### src/design/arrow_head_tip_generator_macros.svh
// Assertion helpers shared by the arrow head tip generator
`ifndef ARROW_HEAD_TIP_GENERATOR_MACROS_SVH
`define ARROW_HEAD_TIP_GENERATOR_MACROS_SVH

// same-cycle implication, off during reset
`define AHT_CHECK(label, ante, cons, msg) \
  label: assert property (@(posedge clk) disable iff (rst) (ante) |-> (cons)) \
    else $error(msg);

// next-cycle implication, off during reset
`define AHT_CHECK_NEXT(label, ante, cons, msg) \
  label: assert property (@(posedge clk) disable iff (rst) (ante) |=> (cons)) \
    else $error(msg);

// next-cycle implication, active during reset
`define AHT_CHECK_RST(label, ante, cons, msg) \
  label: assert property (@(posedge clk) (ante) |=> (cons)) \
    else $error(msg);

`endif

### src/design/aht_pkg.sv
`default_nettype none
package aht_pkg;

  localparam int COORD_BITS     = 12;
  localparam int HEAD_LENGTH_DF = 30;
  localparam int FRAC_BITS_DF   = 16;

  // magnitude of the back-vector: below 2^COORD_BITS / 8
  localparam int VW = COORD_BITS - 3;
  localparam int SW = 2 * VW + 1;

  // n / 10 == (n * D10_MUL) >> D10_SHIFT for n below 2^18
  localparam logic [15:0] D10_MUL   = 16'd52429;
  localparam int          D10_SHIFT = 19;

  localparam longint COS20_Q24 = 15765426;
  localparam longint SIN20_Q24 = 5738146;
  localparam longint COS40_Q24 = 12852093;
  localparam longint SIN40_Q24 = 10784187;

  typedef struct packed {
    logic [COORD_BITS-1:0] tail_x;
    logic [COORD_BITS-1:0] tail_y;
    logic [COORD_BITS-1:0] head_x;
    logic [COORD_BITS-1:0] head_y;
  } vec_t;

  typedef struct packed {
    logic [COORD_BITS-1:0] first_tip_x;
    logic [COORD_BITS-1:0] first_tip_y;
    logic [COORD_BITS-1:0] second_tip_x;
    logic [COORD_BITS-1:0] second_tip_y;
    logic                  degenerate;
  } tip_t;

  typedef struct packed {
    logic [COORD_BITS-1:0] x;
    logic [COORD_BITS-1:0] y;
  } point_t;

  // round a 24-fraction-bit constant to f fraction bits
  function automatic longint to_frac(input longint q24, input int f);
    return (q24 * 2 + (64'sd1 <<< (24 - f))) >>> (25 - f);
  endfunction

endpackage
`default_nettype wire

### src/design/aht_prep.sv
`default_nettype none
module aht_prep
  import aht_pkg::*;
#(
  parameter int HEAD_LENGTH = HEAD_LENGTH_DF
) (
  input  wire logic                      clk,
  input  wire logic                      rst,
  input  wire logic                      en,
  input  wire logic                      in_valid,
  input  wire vec_t                      vec,
  output logic                           valid,
  output logic [SW-1:0]                  s,
  output logic [2*VW+2*$clog2(HEAD_LENGTH+1)-1:0] m2x,
  output logic [2*VW+2*$clog2(HEAD_LENGTH+1)-1:0] m2y,
  output logic                           negx,
  output logic                           negy,
  output point_t                         head,
  output logic                           degen
);

  localparam int LW = $clog2(HEAD_LENGTH + 1);
  localparam int MW = 2 * VW + 2 * LW;
  localparam logic [2*LW-1:0] LSQ = (2*LW)'(HEAD_LENGTH * HEAD_LENGTH);

  logic                    v1, v2, v3;
  logic [COORD_BITS-1:0]   dmx, dmy;
  logic                    dnx, dny;
  point_t                  h1, h2, h3;
  logic [VW-1:0]           vmx, vmy;
  logic                    vnx, vny, vnx3, vny3;
  logic [2*VW-1:0]         sqx, sqy;

  logic signed [COORD_BITS:0] dx, dy;
  logic [COORD_BITS+15:0]     px, py, qx, qy;

  assign dx = $signed({1'b0, vec.head_x}) - $signed({1'b0, vec.tail_x});
  assign dy = $signed({1'b0, vec.head_y}) - $signed({1'b0, vec.tail_y});
  assign px = (COORD_BITS+16)'(dmx) * (COORD_BITS+16)'(D10_MUL);
  assign py = (COORD_BITS+16)'(dmy) * (COORD_BITS+16)'(D10_MUL);
  assign qx = px >> D10_SHIFT;
  assign qy = py >> D10_SHIFT;

  always_ff @(posedge clk) begin
    if (rst) begin
      v1    <= 1'b0;
      v2    <= 1'b0;
      v3    <= 1'b0;
      valid <= 1'b0;
    end else if (en) begin
      v1    <= in_valid;
      v2    <= v1;
      v3    <= v2;
      valid <= v3;
    end
  end

  always_ff @(posedge clk) begin
    if (en) begin
      dnx  <= dx[COORD_BITS];
      dny  <= dy[COORD_BITS];
      dmx  <= dx[COORD_BITS] ? COORD_BITS'(-dx) : COORD_BITS'(dx);
      dmy  <= dy[COORD_BITS] ? COORD_BITS'(-dy) : COORD_BITS'(dy);
      h1   <= '{x: vec.head_x, y: vec.head_y};
      vmx  <= qx[VW-1:0];
      vmy  <= qy[VW-1:0];
      vnx  <= !dnx;
      vny  <= !dny;
      h2   <= h1;
      sqx  <= (2*VW)'(vmx) * (2*VW)'(vmx);
      sqy  <= (2*VW)'(vmy) * (2*VW)'(vmy);
      vnx3 <= vnx;
      vny3 <= vny;
      h3   <= h2;
      s    <= SW'(sqx) + SW'(sqy);
      m2x  <= MW'(sqx) * MW'(LSQ);
      m2y  <= MW'(sqy) * MW'(LSQ);
      negx <= vnx3;
      negy <= vny3;
      degen <= (sqx == '0) && (sqy == '0);
      head <= h3;
    end
  end

endmodule
`default_nettype wire

### config.mk
export PLATFORM = sky130hd
export DESIGN_NAME = aht_prep
export DESIGN_NICKNAME = d
export VERILOG_FILES = /design/src/design/arrow_head_tip_generator_macros.svh /design/src/design/aht_pkg.sv /design/src/design/aht_prep.sv
export SDC_FILE = /design/constraint.sdc
export NUM_CORES = 1
export LEC_CHECK = 0
export BUFFER_PORTS_ARGS = -buffer_cell sky130_fd_sc_hd__buf_2
export CORE_UTILIZATION = 35
export DETAILED_ROUTE_END_ITERATION = 8
export GPL_TIMING_DRIVEN = 0
export HOLD_SLACK_MARGIN = 0.03
export PLACE_DENSITY = 0.62
export SYNTH_ARGS = -nofsm -noshare
export SYNTH_HDL_FRONTEND = slang
export SYNTH_SLANG_ARGS = --single-unit
### constraint.sdc
create_clock -name clk -period 6.8 [get_ports clk]
set_input_delay 1.36 -clock clk [delete_from_list [all_inputs] [get_ports clk]]
set_output_delay 1.36 -clock clk [all_outputs]
set_load 0.1 [all_outputs]
==> results.md <==
* Final nets at 2939
* Multi-input logic area at between 10000 and 15000 µm²
* Reg clk slew, reported paths at ~60 ps
* Worst slew margin at a little over half
* Buffers & Inverters on Critical Path at 4
* CP delay by family, top: adder cells
* Max-cap violations at 0
* Max Root-Sink Buffers at 3
* Worst Path Required at a little over 7000 ps
* Register area at roughly 7600 µm²
* Initial antenna violation count at 0
* Remaining DRCs at 7
* Via count at around 15000
* Critical path cell sequence: ha_1 > fa_1 > inv_1 > fa_1 > inv_1 > fa_1 > inv_1 > fa_1 > inv_1 > ha_1 > a2111oi_0 > o2bb2ai_1 > o21ai_1 > nor4b_1 > nor2_1 > a2111oi_2 > xnor2_1
* CP max FO at 5
* Layout filler cell count at 6321
* Most frequent cells after synthesis: 433 x inv_1, 408 x ha_1, 250 x edfxtp_1, 207 x fa_1, 100 x xnor2_1
* Final wirelength at 46100 µm
* Hold worst-path end: head[3]
* ANT cells at 0
* Layout area overhead at 13.11%
* Setup TNS at 0 ps
* Period utilisation layout at around 79%
* WP data arrival at about 5700 ps
* Remaining antenna violation count at 0
* Finish-stage setup viols at 0
* CP Launch Type: register
* Hold crit path type: reg -> reg
* Layout cells sized above 1 at between 10% and 20%
* Slowest stage delay, CP at about 600 ps
* CTS tree: yes
* Port-buffer cells at 148
* Clk sink count at ~250
* EDFF count, synth at 250
* Tmin final at 5341 ps
* Congestion Overflow GR at 0
* Yosys top cell area share at about a third
* CTS Root Cell: clkbuf_16
* RSZ-0062 raised after global routing: false
* FF-to-FF End: vmx[8]
* Setup crit start: dmx[6]
* Die W at approximately 260 µm
* Core area at about 66000 µm²
* Hold Fails Final Rpt at 0
* DR WL/cell at 14.59 µm
* Worst Hold Launch: h3[3]
* DR vias/cell at about 4.7
* Max Freq at about 0.19 GHz
* Postcts setup bufs at 0
* Die Area at between 60000 and 70000 µm²
* Final Wtd Congestion at between 0.8 and 0.9
* Slowest stage cell, crit path: fa_1
* Synth area leaders: edfxtp_1 32%, ha_1 22%, fa_1 18%
* Layout Utilization at around two fifths
* Cell Rows at 94
* Outcome: finished, violations left
* Hold_buf cts at 0
* Largest net degree at the start of global routing at ~110
* Initial detailed-routing violation count at roughly 660
* Worst reg2reg path startpoint: dmx[6]
* First-pass GRT wire length at between 70000 and 80000 µm
* Overall Global Routing Usage at around 14%
* Num CTS Buffers at 31
* Top_reg_cell synth: edfxtp_1
* Most frequent cell after synthesis: inv_1
* Count of warnings emitted by yosys at 0
* Initial Util at a little over a third
* Worst skew pair latency at just over 600 ps
* Number of synthesized register bits at roughly 250
* Mapped Area at approximately 24000 µm²
* Reg-to-reg setup timing slack at approximately 1500 ps
* Yosys cell types at 78
* Post_cts resized at 0
* Mapped Avg Cell Area at ~11 µm²
* Worst Setup End Kind: register
* Sequential area share after synthesis at between 30% and 40%
* Synth Instances at 2083
* I/O pins at roughly 160
* Vias in the first global route at approximately 16000
* Min-Delay Path Depth at 0
* Clk_skew at around 33 ps
* Failing checks: DRC
* Final HPWL DP at around 38000 µm
* Final Max Tran Viols at 0
* Worst-margin pin slew at ~680 ps
* Post-synth top area cell: edfxtp_1
* H-tree levels at 1
* Worst Reg-to-Reg Cells at 17
* Ys async rst share at 0%
* Type of the worst setup path: reg -> reg
* Drt first pass iters at 9
* Chip height at 261.2 µm
## worst max path at each step
stage / endpoint / depth (start not counted)
after floorplan: vmx[8] / 19
after global placement: v1 / 4
after detailed placement: vmx[8] / 17
after CTS: vmx[8] / 17
after global routing: vmy[8] / 17
final: vmx[8] / 17
## routing by layer
layer | vias to the layer above | share of wire, % | global-route usage, %
li1 | 7413 | - | -
met3 | 74 | 5.4 | 2.778
met4 | 0 | 3.0 | 4.344
met2 | 292 | 47 | 23.92
met1 | 7217 | 45 | 17.48
met5 | - | 0 | 0
## layout by cell type, fill, tap and decap left out, types with 10 or more instances in the layout
| cell | netlist | final |
|---|---|---|
| o21a_1 | 20 | 20 |
| and3_1 | 15 | 15 |
| inv_1 | 433 | 433 |
| a21o_1 | 30 | 30 |
| nor3_1 | 23 | 23 |
| nor4_1 | 10 | 10 |
| buf_2 | 1 | 148 |
| xor2_1 | 38 | 38 |
| bufinv_16 | 0 | 10 |
| o21ai_0 | 48 | 48 |
| ha_1 | 408 | 408 |
| a31oi_1 | 12 | 12 |
| a21oi_1 | 83 | 83 |
| xnor2_1 | 100 | 100 |
| nand2b_1 | 11 | 11 |
| nor2_1 | 82 | 82 |
| fa_1 | 207 | 207 |
| o21bai_1 | 14 | 14 |
| and2_1 | 65 | 65 |
| edfxtp_1 | 250 | 250 |
| nand3_1 | 20 | 20 |
| nand2_1 | 49 | 49 |
| nor2b_1 | 19 | 19 |
| clkbuf_16 | 0 | 31 |
| clkbuf_1 | 9 | 12 |
## registers in the layout (all words and copies together), names as in the netlist, 9 cells and up
name,flops
dmx,12
sqy,17
m2x,25
vmx,9
sqx,17
s,19
h1,24
vmy,9
m2y,25
dmy,12
h3,24
head,24
h2,24
## final cells by class
type                       count  area share (%)
buffer                        16          0.3151
clock buffer                  34           2.958
clock inverter                23           1.458
inverter                     434           6.123
multi-input combinational   1385           53.54
sequential                   254           28.52
tap                          864           4.063
timing repair buffer         150           3.029
## worst register-to-register path: cells and delay by family, from the launching register on
family / cells / cell delay, ps
fa+ha+maj: 6 / 2750
xor+xnor: 1 / 110
simple gates: 2 / 470
buf+inv: 4 / 250
flops: 1 / 500
compound gates: 4 / 1020
## through the flow
step                std cells  hold slack (ps)  cell area [µm²]  setup slack (ps)
finish                   3160            417.3            26610              1459
global route             3160            421.4            26610              1248
CTS                      3160            415.5            26610              1466
detailed placement       3103            404.5            25430              1463
global placement         3101            401.1            25370             760.6
floorplan                2089            400.3            23540              1985
## cells by family after synthesis
family          after synthesis  share of synthesized area [%]
compound gates              281                          8.059
simple gates                332                          7.421
flops                       254                          32.26
mux                          11                         0.4894
other cells                   2                        0.03193
xor+xnor                    138                          5.139
buf+inv                     450                          7.282
fa+ha+maj                   615                          39.32
Power is left out: the tool's default activity adds up to more than one toggle a clock period on the data nets, which glitch-free logic cannot reach.
