<file path="src/design/arrow_head_tip_generator_macros.svh">
// Assertion helpers shared by the arrow head tip generator
`ifndef ARROW_HEAD_TIP_GENERATOR_MACROS_SVH
`define ARROW_HEAD_TIP_GENERATOR_MACROS_SVH

// same-cycle implication, off during reset
`define AHT_CHECK(label, ante, cons, msg) \
  label: assert property (@(posedge clk) disable iff (rst) (ante) |-> (cons)) \
    else $error(msg);

// next-cycle implication, off during reset
`define AHT_CHECK_NEXT(label, ante, cons, msg) \
  label: assert property (@(posedge clk) disable iff (rst) (ante) |=> (cons)) \
    else $error(msg);

// next-cycle implication, active during reset
`define AHT_CHECK_RST(label, ante, cons, msg) \
  label: assert property (@(posedge clk) (ante) |=> (cons)) \
    else $error(msg);

`endif

</file>
<file path="src/design/aht_pkg.sv">
`default_nettype none
package aht_pkg;

  localparam int COORD_BITS     = 12;
  localparam int HEAD_LENGTH_DF = 30;
  localparam int FRAC_BITS_DF   = 16;

  // magnitude of the back-vector: below 2^COORD_BITS / 8
  localparam int VW = COORD_BITS - 3;
  localparam int SW = 2 * VW + 1;

  // n / 10 == (n * D10_MUL) >> D10_SHIFT for n below 2^18
  localparam logic [15:0] D10_MUL   = 16'd52429;
  localparam int          D10_SHIFT = 19;

  localparam longint COS20_Q24 = 15765426;
  localparam longint SIN20_Q24 = 5738146;
  localparam longint COS40_Q24 = 12852093;
  localparam longint SIN40_Q24 = 10784187;

  typedef struct packed {
    logic [COORD_BITS-1:0] tail_x;
    logic [COORD_BITS-1:0] tail_y;
    logic [COORD_BITS-1:0] head_x;
    logic [COORD_BITS-1:0] head_y;
  } vec_t;

  typedef struct packed {
    logic [COORD_BITS-1:0] first_tip_x;
    logic [COORD_BITS-1:0] first_tip_y;
    logic [COORD_BITS-1:0] second_tip_x;
    logic [COORD_BITS-1:0] second_tip_y;
    logic                  degenerate;
  } tip_t;

  typedef struct packed {
    logic [COORD_BITS-1:0] x;
    logic [COORD_BITS-1:0] y;
  } point_t;

  // round a 24-fraction-bit constant to f fraction bits
  function automatic longint to_frac(input longint q24, input int f);
    return (q24 * 2 + (64'sd1 <<< (24 - f))) >>> (25 - f);
  endfunction

endpackage
`default_nettype wire

</file>
<file path="src/design/aht_rot.sv">
`default_nettype none
module aht_rot
  import aht_pkg::*;
#(
  parameter int HEAD_LENGTH = HEAD_LENGTH_DF,
  parameter int FRAC_BITS   = FRAC_BITS_DF
) (
  input  wire logic                               clk,
  input  wire logic                               rst,
  input  wire logic                               en,
  input  wire logic                               in_valid,
  input  wire logic signed [$clog2(HEAD_LENGTH+1)+1:0] wx,
  input  wire logic signed [$clog2(HEAD_LENGTH+1)+1:0] wy,
  input  wire point_t                             head_in,
  input  wire logic                               degen_in,
  output logic                                    valid,
  output tip_t                                    tip
);

  localparam int LW   = $clog2(HEAD_LENGTH + 1);
  localparam int WW   = LW + 2;
  localparam int RW   = LW + 3;
  localparam int KW   = FRAC_BITS + 2;
  localparam int TW   = RW + KW + 1;
  localparam int SUMW = COORD_BITS + 2;
  localparam logic signed [KW-1:0] C20 = KW'(to_frac(COS20_Q24, FRAC_BITS));
  localparam logic signed [KW-1:0] S20 = KW'(to_frac(SIN20_Q24, FRAC_BITS));
  localparam logic signed [KW-1:0] C40 = KW'(to_frac(COS40_Q24, FRAC_BITS));
  localparam logic signed [KW-1:0] S40 = KW'(to_frac(SIN40_Q24, FRAC_BITS));
  localparam logic [COORD_BITS-1:0] CMAX = '1;

  function automatic logic signed [RW-1:0] trunc_frac(input logic signed [TW-1:0] p);
    logic [TW-1:0] mag;
    logic [TW-1:0] q;
    mag = p[TW-1] ? TW'(-p) : TW'(p);
    q   = mag >> FRAC_BITS;
    return p[TW-1] ? -$signed(q[RW-1:0]) : $signed(q[RW-1:0]);
  endfunction

  function automatic logic [COORD_BITS-1:0] sat(input logic [COORD_BITS-1:0] h,
                                                input logic signed [RW-1:0] r);
    logic signed [SUMW-1:0] sum;
    sum = $signed({2'b00, h}) + SUMW'(r);
    if (sum < 0) begin
      return '0;
    end else if (sum > $signed({2'b00, CMAX})) begin
      return CMAX;
    end else begin
      return sum[COORD_BITS-1:0];
    end
  endfunction

  logic                  va, vb, vc, vd;
  point_t                ha, hb, hc, hd;
  logic                  da, db, dc, dd;
  logic signed [TW-1:0]  pa0, pa1, pa2, pa3;
  logic signed [RW-1:0]  r1x, r1y, r1xc, r1yc, r1xd, r1yd, r2x, r2y;
  logic signed [TW-1:0]  pc0, pc1, pc2, pc3;

  always_ff @(posedge clk) begin
    if (rst) begin
      va    <= 1'b0;
      vb    <= 1'b0;
      vc    <= 1'b0;
      vd    <= 1'b0;
      valid <= 1'b0;
    end else if (en) begin
      va    <= in_valid;
      vb    <= va;
      vc    <= vb;
      vd    <= vc;
      valid <= vd;
    end
  end

  always_ff @(posedge clk) begin
    if (en) begin
      pa0  <= TW'(wx) * TW'(C20);
      pa1  <= TW'(wy) * TW'(S20);
      pa2  <= TW'(wx) * TW'(S20);
      pa3  <= TW'(wy) * TW'(C20);
      ha   <= head_in;
      da   <= degen_in;
      r1x  <= trunc_frac(pa0 - pa1);
      r1y  <= trunc_frac(pa2 + pa3);
      hb   <= ha;
      db   <= da;
      pc0  <= TW'(r1x) * TW'(C40);
      pc1  <= TW'(r1y) * TW'(S40);
      pc2  <= TW'(r1y) * TW'(C40);
      pc3  <= TW'(r1x) * TW'(S40);
      r1xc <= r1x;
      r1yc <= r1y;
      hc   <= hb;
      dc   <= db;
      r2x  <= trunc_frac(pc0 + pc1);
      r2y  <= trunc_frac(pc2 - pc3);
      r1xd <= r1xc;
      r1yd <= r1yc;
      hd   <= hc;
      dd   <= dc;
      if (dd) begin
        tip <= '{first_tip_x: hd.x, first_tip_y: hd.y,
                 second_tip_x: hd.x, second_tip_y: hd.y, degenerate: 1'b1};
      end else begin
        tip <= '{first_tip_x: sat(hd.x, r1xd), first_tip_y: sat(hd.y, r1yd),
                 second_tip_x: sat(hd.x, r2x), second_tip_y: sat(hd.y, r2y),
                 degenerate: 1'b0};
      end
    end
  end

endmodule
`default_nettype wire

</file>
<file path="config.mk">
export PLATFORM = sky130hd
export DESIGN_NAME = aht_rot
export DESIGN_NICKNAME = d
export VERILOG_FILES = /design/src/design/arrow_head_tip_generator_macros.svh /design/src/design/aht_pkg.sv /design/src/design/aht_rot.sv
export SDC_FILE = /design/constraint.sdc
export NUM_CORES = 1
export LEC_CHECK = 0
export BUFFER_PORTS_ARGS = -buffer_cell sky130_fd_sc_hd__buf_2
export CORE_ASPECT_RATIO = 1.5
export CORE_MARGIN = 8
export CORE_UTILIZATION = 50
export CTS_CLUSTER_SIZE = 14
export DETAILED_ROUTE_END_ITERATION = 10
export PLACE_DENSITY = 0.63
export SYNTH_ARGS = -nofsm -noshare
export SYNTH_HDL_FRONTEND = slang
export SYNTH_SLANG_ARGS = --single-unit
</file>
<file path="constraint.sdc">
create_clock -name clk -period 12.9 [get_ports clk]
set_clock_uncertainty 0.15 [all_clocks]
set_input_delay 1.29 -clock clk [delete_from_list [all_inputs] [get_ports clk]]
set_output_delay 1.29 -clock clk [all_outputs]
set_load 0.01 [all_outputs]
</file>
==> impl_metrics.json <==
{
  "run_status": "finished, final reports clean",
  "drc_errors": 0,
  "numPortBuffers": 92,
  "worstSetupPathType": "reg -> reg",
  "hold_path_startpoint": "r1xc[7]",
  "final_antenna_net_count": 0,
  "clk_latency_ns": 0.59,
  "grt_setup_unrepaired": "no",
  "cts_hold_buffers": 0,
  "crit_fanout": 11,
  "finalCritPeriodShare": 0.455,
  "synth.cell_area_um2": 33600,
  "drt-initial-drc-count": 1029,
  "cts_root_buffer": "sky130_fd_sc_hd__clkbuf_16",
  "yosysWarnings": 0,
  "mostFrequentLayoutCell": "sky130_fd_sc_hd__ha_1",
  "synth.distinct_cells": 99,
  "arrival_ns": 6.03,
  "hpwlAfterDp_mm": 62.5,
  "synth_top_area_frac": 0.348,
  "grt_antenna_before_repair": 0,
  "total_clock_buffers_created_by_cts": 42,
  "path_clk_slew_ns": 0.06,
  "overflow_left_after_global_routing": 0,
  "hold_violations": 0,
  "pin_count": 93,
  "slew_viol_final": 0,
  "core-area_um2": 66600,
  "final-setup-viol-count": 0,
  "post-route-min-period_ns": 5.86,
  "grt_pass1_vias": 24000,
  "antennaDiodeCount": 0,
  "netlist_top_cells_area": "sky130_fd_sc_hd__edfxtp_1 35%, sky130_fd_sc_hd__ha_1 22%, sky130_fd_sc_hd__fa_1 8.0%",
  "setup.worst_path.end_class": "register",
  "cts.htree.levels": 2,
  "synth.avg_cell_area_um2": 10.5,
  "worstPathCellList": "inv_1, ha_1, ha_1, inv_1, fa_1, inv_1, fa_1, ha_1, a21oi_1, o21bai_1, a21oi_1, o21bai_1, a211o_1, a2111oi_0, o31ai_1, o211ai_1, o21bai_1, a21oi_1, xnor2_1",
  "hold_path_class": "reg -> reg",
  "worst_slew_margin_rel": 0.336,
  "layout-area-overhead-vs-synth_pct": 8.65,
  "hold-path-cell-count": 0,
  "number_of_rows_in_the_core_area": 116,
  "ys_ff_latch": 394,
  "postPlaceCellArea_um2": 35100,
  "start_kind": "register",
  "crit_path_top_delay_cell": "sky130_fd_sc_hd__edfxtp_1",
  "number_of_nets_in_the_synthesized_netlist": 3963,
  "dr_total_vias": 23100,
  "worst_r2r_endpoint": "pc0[23]",
  "crit-reg2reg-launch": "r1x[5]",
  "wire_length_of_the_first_global_routing_pass_mm": 122,
  "synth_seq_area_share": 0.351,
  "post_cts.resized_instances": 0,
  "netlist_instances": 3193,
  "asyncSetResetFlopFracSynth": 0,
  "synth_enable_flop_cells": 389,
  "clockBufferDepth": 3,
  "cts.sinks": 394,
  "postSynth.topFlopCell": "sky130_fd_sc_hd__edfxtp_1",
  "die_area_um2": 75900,
  "wirelength_mm": 76.1,
  "viasPerCell": 5.48,
  "routabilityCongestion": 0.925,
  "post_cts.repair.setup_buffers": 0,
  "worstPathRequired_ns": 13.06,
  "synth_largest_area_cell": "sky130_fd_sc_hd__edfxtp_1",
  "track_usage": 0.202,
  "drive_above_1_share": 0.0655,
  "number_of_nets_in_the_layout": 4082,
  "timing.reg2reg.setup_slack_ns": 7.04,
  "critPathMaxStageDelay_ns": 0.69,
  "final_cell_area_um2": 36500,
  "tritoncts": "built",
  "min_to": "r1xd[7]",
  "fmaxAchievable_ghz": 0.171,
  "die_w_um": 228,
  "starting_density": 0.504,
  "tightestPinTransition_ns": 0.996,
  "detail_route.first_pass.iterations": 5,
  "number_of_cells_on_the_worst_reg_to_reg_path": 19,
  "fin_tns_setup_ns": 0,
  "drv.max_cap_violation_count": 0,
  "pin_count_of_the_biggest_net_entering_global_routing": 149,
  "mostFrequentLayoutCells": "593 x sky130_fd_sc_hd__ha_1, 471 x sky130_fd_sc_hd__inv_1, 389 x sky130_fd_sc_hd__edfxtp_1, 182 x sky130_fd_sc_hd__nor2_1, 177 x sky130_fd_sc_hd__a21oi_1",
  "wire_length_per_cell_after_detailed_routing_um": 18.0,
  "die_height_um": 334
}
[Yosys cell counts, drive strengths merged, types with 6 or more instances]
library cell and count:
nand4 19, and2 15, a211oi 16, clkbuf 20
nand3 41, ha 593, a31oi 26, a2111oi 8
fa 134, o21ai 156, nor2 182, xor2 70
a21o 60, a21boi 7, and3 19, nor4 10
o31ai 11, nor2b 31, inv 471, nand2 162
a21oi 178, or3 20, edfxtp 389, nor3b 14
a211o 9, o22ai 11, o21bai 55, or2 18
a31o 7, xnor2 175, o211ai 8, mux2i 16
nor3 74, o2111ai 9, nand2b 36, o21a 35
o311ai 6
[kinds of logic (layout without fill, tap and decap cells)]
kind of cell	Yosys count	after routing	share of synthesized area
compound gates	648	648	0.125
fa+ha+maj	727	727	0.301
xor+xnor	245	245	0.0643
flops	394	394	0.351
buf+inv	493	641	0.0551
simple gates	665	665	0.0982
mux	21	21	0.00644
[stage by stage]
step                       util  instances  setup WS [ns]  hold WS, ns
final                     0.548       4226           7.04        0.256
after global routing      0.548       4226           6.67        0.264
after CTS                 0.548       4226           6.97        0.262
after detailed placement  0.528       4153           6.52        0.255
after global placement    0.528       4153           6.63        0.251
after floorplan               -       3193           7.21        0.250
[cell type report]
class,instances,area [µm²]
fillers,5778,30100
multi-input cells,2306,20000
flip-flops and latches,394,11800
inverters,471,1770
clock buffers,53,1120
well taps,885,1110
repair buffers,97,520
clock inverters,20,238
[worst max-delay path by stage]
stage	depth (start not counted)	start	end	slack, ns
2_1_floorplan	21	wy[1]	pa1[19]	7.21
3_3_place_gp	22	wy[1]	pa1[19]	6.63
3_5_place_dp	22	wy[1]	pa1[19]	6.52
4_1_cts	19	r1x[5]	pc0[23]	6.97
5_1_grt	19	r1x[5]	pc0[23]	6.67
6_report	19	r1x[5]	pc0[23]	7.04
[sequential cells by signal, summed over array words and instances (netlist names), 8 cells and up]
name	flops
r1yd	8
pa2	23
r1xc	8
hd	24
r1x	8
r2x	8
r1xd	8
r1y	8
r1yc	8
pc0	24
ha	24
hc	24
pc2	24
hb	24
pc1	22
pa0	19
tip	49
pa3	19
pa1	23
r2y	8
pc3	22
[per-layer routing]
layer / up-vias / share of wire / track usage
met4: 0 / 0.055 / 0.106
met3: 170 / 0.024 / 0.0199
met2: 375 / 0.54 / 0.389
met5: - / 0 / 0
met1: 11100 / 0.38 / 0.211
li1: 11500 / - / -
[critical path, delay by kind of cell, from the launching register on]
| kind | cells | cell delay [ns] |
|---|---|---|
| AO/OA/AOI/OAI | 10 | 2.38 |
| adder cells (fa/ha/maj) | 5 | 2.03 |
| flip-flops | 1 | 0.69 |
| buffers and inverters | 3 | 0.25 |
| XOR/XNOR | 1 | 0.10 |
Power is not shown: default switching activity piles up to over one toggle a cycle in this logic, so the estimate is an artifact.
