$ cat src/design/arrow_head_tip_generator_macros.svh
// Assertion helpers shared by the arrow head tip generator
`ifndef ARROW_HEAD_TIP_GENERATOR_MACROS_SVH
`define ARROW_HEAD_TIP_GENERATOR_MACROS_SVH

// same-cycle implication, off during reset
`define AHT_CHECK(label, ante, cons, msg) \
  label: assert property (@(posedge clk) disable iff (rst) (ante) |-> (cons)) \
    else $error(msg);

// next-cycle implication, off during reset
`define AHT_CHECK_NEXT(label, ante, cons, msg) \
  label: assert property (@(posedge clk) disable iff (rst) (ante) |=> (cons)) \
    else $error(msg);

// next-cycle implication, active during reset
`define AHT_CHECK_RST(label, ante, cons, msg) \
  label: assert property (@(posedge clk) (ante) |=> (cons)) \
    else $error(msg);

`endif

$ cat src/design/aht_pkg.sv
`default_nettype none
package aht_pkg;

  localparam int COORD_BITS     = 12;
  localparam int HEAD_LENGTH_DF = 30;
  localparam int FRAC_BITS_DF   = 16;

  // magnitude of the back-vector: below 2^COORD_BITS / 8
  localparam int VW = COORD_BITS - 3;
  localparam int SW = 2 * VW + 1;

  // n / 10 == (n * D10_MUL) >> D10_SHIFT for n below 2^18
  localparam logic [15:0] D10_MUL   = 16'd52429;
  localparam int          D10_SHIFT = 19;

  localparam longint COS20_Q24 = 15765426;
  localparam longint SIN20_Q24 = 5738146;
  localparam longint COS40_Q24 = 12852093;
  localparam longint SIN40_Q24 = 10784187;

  typedef struct packed {
    logic [COORD_BITS-1:0] tail_x;
    logic [COORD_BITS-1:0] tail_y;
    logic [COORD_BITS-1:0] head_x;
    logic [COORD_BITS-1:0] head_y;
  } vec_t;

  typedef struct packed {
    logic [COORD_BITS-1:0] first_tip_x;
    logic [COORD_BITS-1:0] first_tip_y;
    logic [COORD_BITS-1:0] second_tip_x;
    logic [COORD_BITS-1:0] second_tip_y;
    logic                  degenerate;
  } tip_t;

  typedef struct packed {
    logic [COORD_BITS-1:0] x;
    logic [COORD_BITS-1:0] y;
  } point_t;

  // round a 24-fraction-bit constant to f fraction bits
  function automatic longint to_frac(input longint q24, input int f);
    return (q24 * 2 + (64'sd1 <<< (24 - f))) >>> (25 - f);
  endfunction

endpackage
`default_nettype wire

$ cat src/design/aht_scale.sv
`default_nettype none
module aht_scale
  import aht_pkg::*;
#(
  parameter int HEAD_LENGTH = HEAD_LENGTH_DF
) (
  input  wire logic                                      clk,
  input  wire logic                                      rst,
  input  wire logic                                      en,
  input  wire logic                                      in_valid,
  input  wire logic [SW-1:0]                             s,
  input  wire logic [2*VW+2*$clog2(HEAD_LENGTH+1)-1:0]   m2x,
  input  wire logic [2*VW+2*$clog2(HEAD_LENGTH+1)-1:0]   m2y,
  input  wire logic                                      negx,
  input  wire logic                                      negy,
  input  wire point_t                                    head_in,
  input  wire logic                                      degen_in,
  output logic                                           valid,
  output logic signed [$clog2(HEAD_LENGTH+1)+1:0]        wx,
  output logic signed [$clog2(HEAD_LENGTH+1)+1:0]        wy,
  output point_t                                         head,
  output logic                                           degen
);

  localparam int LW = $clog2(HEAD_LENGTH + 1);
  localparam int MW = 2 * VW + 2 * LW;
  localparam int PW = SW + 2 * LW;
  localparam int WW = LW + 2;

  logic [LW-1:0] rs [2][1:LW];
  logic [PW-1:0] ps [2][1:LW];
  logic [MW-1:0] ms [2][1:LW];
  logic          ng [2][1:LW];
  logic [SW-1:0] ss [1:LW];
  point_t        hs [1:LW];
  logic          dg [1:LW];
  logic          vs [1:LW];
  logic signed [WW-1:0] wl [2];

  for (genvar k = 0; k < LW; k++) begin : g_step
    logic [SW-1:0] s_cur;
    point_t        h_cur;
    logic          d_cur;
    logic          v_cur;

    if (k == 0) begin : g_first
      assign s_cur = s;
      assign h_cur = head_in;
      assign d_cur = degen_in;
      assign v_cur = in_valid;
    end else begin : g_next
      assign s_cur = ss[k];
      assign h_cur = hs[k];
      assign d_cur = dg[k];
      assign v_cur = vs[k];
    end

    always_ff @(posedge clk) begin
      if (rst) begin
        vs[k+1] <= 1'b0;
      end else if (en) begin
        vs[k+1] <= v_cur;
      end
    end

    always_ff @(posedge clk) begin
      if (en) begin
        ss[k+1] <= s_cur;
        hs[k+1] <= h_cur;
        dg[k+1] <= d_cur;
      end
    end

    for (genvar g = 0; g < 2; g++) begin : g_lane
      logic [LW-1:0] r_cur;
      logic [PW-1:0] p_cur;
      logic [MW-1:0] m_cur;
      logic          n_cur;
      logic [LW-1:0] t;
      logic [LW:0]   inc;
      logic [PW-1:0] pt;
      logic          ok;

      if (k == 0) begin : g_first
        assign r_cur = '0;
        assign p_cur = '0;
        assign m_cur = (g == 0) ? m2x : m2y;
        assign n_cur = (g == 0) ? negx : negy;
      end else begin : g_next
        assign r_cur = rs[g][k];
        assign p_cur = ps[g][k];
        assign m_cur = ms[g][k];
        assign n_cur = ng[g][k];
      end

      // (r + b)^2 s = r^2 s + s (2r + b) b, with b = 2^j
      always_comb begin
        t   = r_cur | (LW'(1) << (LW - 1 - k));
        inc = {r_cur, 1'b0} + ((LW+1)'(1) << (LW - 1 - k));
        pt  = p_cur + ((PW'(s_cur) * PW'(inc)) << (LW - 1 - k));
        ok  = pt <= PW'(m_cur);
      end

      always_ff @(posedge clk) begin
        if (en) begin
          rs[g][k+1] <= ok ? t : r_cur;
          ps[g][k+1] <= ok ? pt : p_cur;
          ms[g][k+1] <= m_cur;
          ng[g][k+1] <= n_cur;
        end
      end
    end
  end

  // floor for a negative component: round the magnitude up unless exact
  for (genvar g = 0; g < 2; g++) begin : g_fin
    always_comb begin
      if (!ng[g][LW]) begin
        wl[g] = WW'(rs[g][LW]);
      end else if (ps[g][LW] == PW'(ms[g][LW])) begin
        wl[g] = -WW'(rs[g][LW]);
      end else begin
        wl[g] = -(WW'(rs[g][LW]) + WW'(1));
      end
    end
  end

  always_ff @(posedge clk) begin
    if (rst) begin
      valid <= 1'b0;
    end else if (en) begin
      valid <= vs[LW];
    end
  end

  always_ff @(posedge clk) begin
    if (en) begin
      wx    <= wl[0];
      wy    <= wl[1];
      head  <= hs[LW];
      degen <= dg[LW];
    end
  end

endmodule
`default_nettype wire

$ cat config.mk
export PLATFORM = sky130hd
export DESIGN_NAME = aht_scale
export DESIGN_NICKNAME = d
export VERILOG_FILES = /design/src/design/arrow_head_tip_generator_macros.svh /design/src/design/aht_pkg.sv /design/src/design/aht_scale.sv
export SDC_FILE = /design/constraint.sdc
export NUM_CORES = 2
export LEC_CHECK = 0
export BUFFER_PORTS_ARGS = -buffer_cell sky130_fd_sc_hd__buf_2
export CAP_MARGIN = 10
export CORE_MARGIN = 5
export CORE_UTILIZATION = 35
export DETAILED_ROUTE_END_ITERATION = 10
export GPL_ROUTABILITY_DRIVEN = 0
export PLACE_DENSITY = 0.6
export RECOVER_POWER = 25
export SLEW_MARGIN = 20
export SYNTH_ARGS = -nofsm -noshare
export SYNTH_HDL_FRONTEND = slang
export SYNTH_SLANG_ARGS = --single-unit
$ cat constraint.sdc
create_clock -name clk -period 11.77 [get_ports clk]
set_input_delay 0.5885 -clock clk [delete_from_list [all_inputs] [get_ports clk]]
set_output_delay 0.5885 -clock clk [all_outputs]
set_load 0.02 [all_outputs]
==> Flow_metrics.wiki <==
{| class="wikitable"
! Metric !! Value
|-
| Number of cells produced by synthesis || 5023
|-
| Share of cells above drive strength 1 || under 10%
|-
| Post-synthesis register bit count || 812
|-
| H-tree Lvls || 3
|-
| Number of nets at the end of the flow || between 6000 and 7000
|-
| Standard-cell row count || 150
|-
| Top-count cell post-synth || ha_1
|-
| Via density per instance || approximately 5.0
|-
| Slew of the pin with the lowest slew margin || 1.11 ns
|-
| Final period util || about 80%
|-
| Area overhead of the layout relative to synthesis || 10.8%
|-
| WS Path Type || reg -> reg
|-
| Crit path max-delay cell type || edfxtp_1
|-
| Combined area of all synthesized cells || 58500 µm²
|-
| Die Wd || 419 µm
|-
| Via count || roughly 38000
|-
| Overall die area || around 180000 µm²
|-
| Root buffer selected by CTS || clkbuf_16
|-
| Routed wirelength normalized by instance count || around 19 µm
|-
| Worst Path Arrival || 10.03 ns
|-
| Yosys synthesis warning count || 0
|-
| Worst min-delay path startpoint || m2y[10]
|-
| Count of endpoints failing setup in the final report || 0
|-
| Residual DRC count || 0
|-
| Count of buffers inserted at the top-level ports || 145
|-
| Antenna violations before repair || 1
|-
| Worst setup SP type || flop
|-
| Top-Level Pins || 146
|-
| Top cells by area in the synthesized netlist || edfxtp_1 (42%), ha_1 (17%), fa_1 (8.7%)
|-
| Worst EP required || 12.21 ns
|-
| Maximum number of pins on one net before global-route repair || roughly 170
|-
| Minimum period implied by the final worst setup slack || 9.59 ns
|-
| Number of instances on the worst hold path || 1
|-
| Number of global-route vias before repair || 38400
|-
| Clk pin slew, worst setup/hold paths || 0.06 ns
|-
| Setup TNS Final || 0 ns
|-
| Overall global routing resource usage || 16.1%
|-
| DP Wirelength || 112000 µm
|-
| Synthesized area per cell || about 12 µm²
|-
| Critical Path Max Stage Delay || 0.72 ns
|-
| Die height || approximately 420 µm
|-
| Clock buffer count from CTS || 93
|-
| Detailed router's first-iteration violation count || 2347
|-
| Upper clock frequency limit || 0.104 GHz
|-
| Number of setup buffers added after CTS || 0
|-
| Crit path launch || rs[0][14]$_DFFE_PP_
|-
| R2R Path Start || rs[0][14]$_DFFE_PP_
|-
| Setup repair after global routing missed its margin || no
|-
| Total of max-cap violations || 0
|-
| Outcome || completed
|-
| Fillcell total || about 16000
|-
| Commonest cells post-synth || ha_1 (812), edfxtp_1 (811), inv_1 (647)
|-
| Starting utilization of the core area || 35.1%
|-
| Worst reg-to-reg path cell count || 34
|-
| Number of pins exceeding their max-slew limit in the final report || 0
|-
| Post-synth top flop || edfxtp_1
|-
| Final Hold Violating Endpoints || 0
|-
| Worst hold-check path type || in -> reg
|-
| Share of Yosys cell area claimed by the top area cell type || 41.6%
|-
| Floorplan Core Area || 167000 µm²
|-
| Detailed Routing Iterations Pass 1 || 7
|-
| Dominant cell type by area after synthesis || edfxtp_1
|-
| Headroom to the max-slew limit || 25.9%
|-
| Setup Skew || 0.0387 ns
|-
| Post-synth ARST share || 0%
|-
| Total global routing overflow || 0
|-
| Total Wirelength || 141000 µm
|-
| Maximum fanout count along the critical path || 25
|-
| Critical Path Most Common Cell || o21ai_0
|-
| CTS max path bufs || 3
|-
| Count of flip-flops with a built-in enable after synthesis || between 800 and 900
|-
| Count of clock tree sinks || 812
|-
| Sequential fraction of the synthesis area || a little over two fifths
|-
| Global-route wire length before repair || 218000 µm
|-
| Clock Latency Late Sink || 0.71 ns
|-
| CP Capture Type || flop
|-
| Post-route antenna net violation count || 0
|-
| CTS tree || yes
|-
| Number of distinct library cell variants in the gate-level netlist after synthesis || 96
|}
[worst paths after layout]
check / to / slack (ns)
worst min-delay path: ms[0][262]$_DFFE_PP_ / 0.07
worst max register to register: ps[0][38]$_DFFE_PP_ / 2.18
worst max-delay path: ps[0][38]$_DFFE_PP_ / 2.18
worst min register to register: hs[4][7]$_DFFE_PP_ / 0.41
[flip-flops by register name, summed over array words and instances, names as in the netlist]
signal and count:
ng 10, ps 246, dg 5, head 24, hs 120, rs 30, degen 1, valid 1
vs 5, wy 7, ss 76, ms 280, wx 7
[cells in the final DEF, fill, tap and decap left out, types with 67 or more instances in the layout]
| cell | netlist | routed |
|---|---|---|
| clkbuf_1 | 35 | 75 |
| inv_1 | 647 | 647 |
| nand2_1 | 247 | 247 |
| edfxtp_1 | 811 | 811 |
| xor2_1 | 80 | 80 |
| and2_1 | 283 | 282 |
| nor2b_1 | 92 | 92 |
| o21ai_0 | 134 | 134 |
| a21o_1 | 132 | 132 |
| clkbuf_16 | 0 | 94 |
| nor2_1 | 195 | 195 |
| mux2_2 | 128 | 128 |
| xnor2_1 | 228 | 228 |
| buf_2 | 10 | 80 |
| o21a_1 | 67 | 67 |
| ha_1 | 812 | 812 |
| a21oi_1 | 224 | 224 |
| fa_1 | 254 | 254 |
[critical path: cells and delay by family, from the launching register on]
kind | cells | cell delay, ns
compound gates | 17 | 4.33
xor+xnor | 2 | 0.29
buf+inv | 3 | 0.42
mux | 1 | 0.38
fa+ha+maj | 7 | 2.58
simple gates | 4 | 0.57
flops | 1 | 0.72
[through the flow]
stage | cells | area, µm² | hold slack, ns | setup WS (ns) | util [%]
CTS | 7505 | 64900 | 0.000521 | 2.24 | 39.0
floorplan | 5024 | 58500 | 0.400 | 3.30 | -
detailed placement | 7333 | 61900 | 0.405 | 2.30 | 37.1
global placement | 7333 | 61900 | 0.400 | 2.38 | 37.1
global route | 7506 | 64900 | 0.0261 | 1.65 | 38.9
finish | 7507 | 64900 | 0.0725 | 2.18 | 38.9
[what timing repair did]
| item | 4_1_cts | 5_1_grt |
|---|---|---|
| hold endpoints to repair | 1 | 0 |
| hold buffers | 1 | 0 |
| resized for setup | 0 | 0 |
[final cells by class]
| class | count | area (µm²) | share of cell area, % |
|---|---|---|---|
| Antenna cell | 2 | 5.00 | 0.00772 |
| Clock buffer | 105 | 2390 | 3.69 |
| Clock inverter | 66 | 651 | 1.00 |
| Inverter | 648 | 2440 | 3.76 |
| Multi-Input combinational cell | 3506 | 31400 | 48.4 |
| Sequential cell | 812 | 24400 | 37.6 |
| Tap cell | 2204 | 2760 | 4.25 |
| Timing Repair Buffer | 164 | 826 | 1.27 |
[routing by layer]
| metal | up-vias | routed length, µm | track usage [%] |
|---|---|---|---|
| met2 | 817 | 67000 | 27.1 |
| met5 | - | 0 | 0 |
| li1 | 18200 | - | - |
| met4 | 0 | 4580 | 5.73 |
| met3 | 178 | 6330 | 2.11 |
| met1 | 18500 | 62600 | 21.2 |
[kinds of logic after synthesis]
group	Yosys count	share of synthesized area [%]
and+or+nand+nor	1152	10.3
DFF	812	41.7
adders and majority gates	1066	26.1
xor gates and xnor gates	310	4.67
muxes	174	3.54
other	1	0.00641
AOI/OAI and AO/OA	802	9.07
buffers and inverters	706	4.69
Power is left out: the tool's default activity adds up to more than one toggle a clock period on the data nets, which glitch-free logic cannot reach.
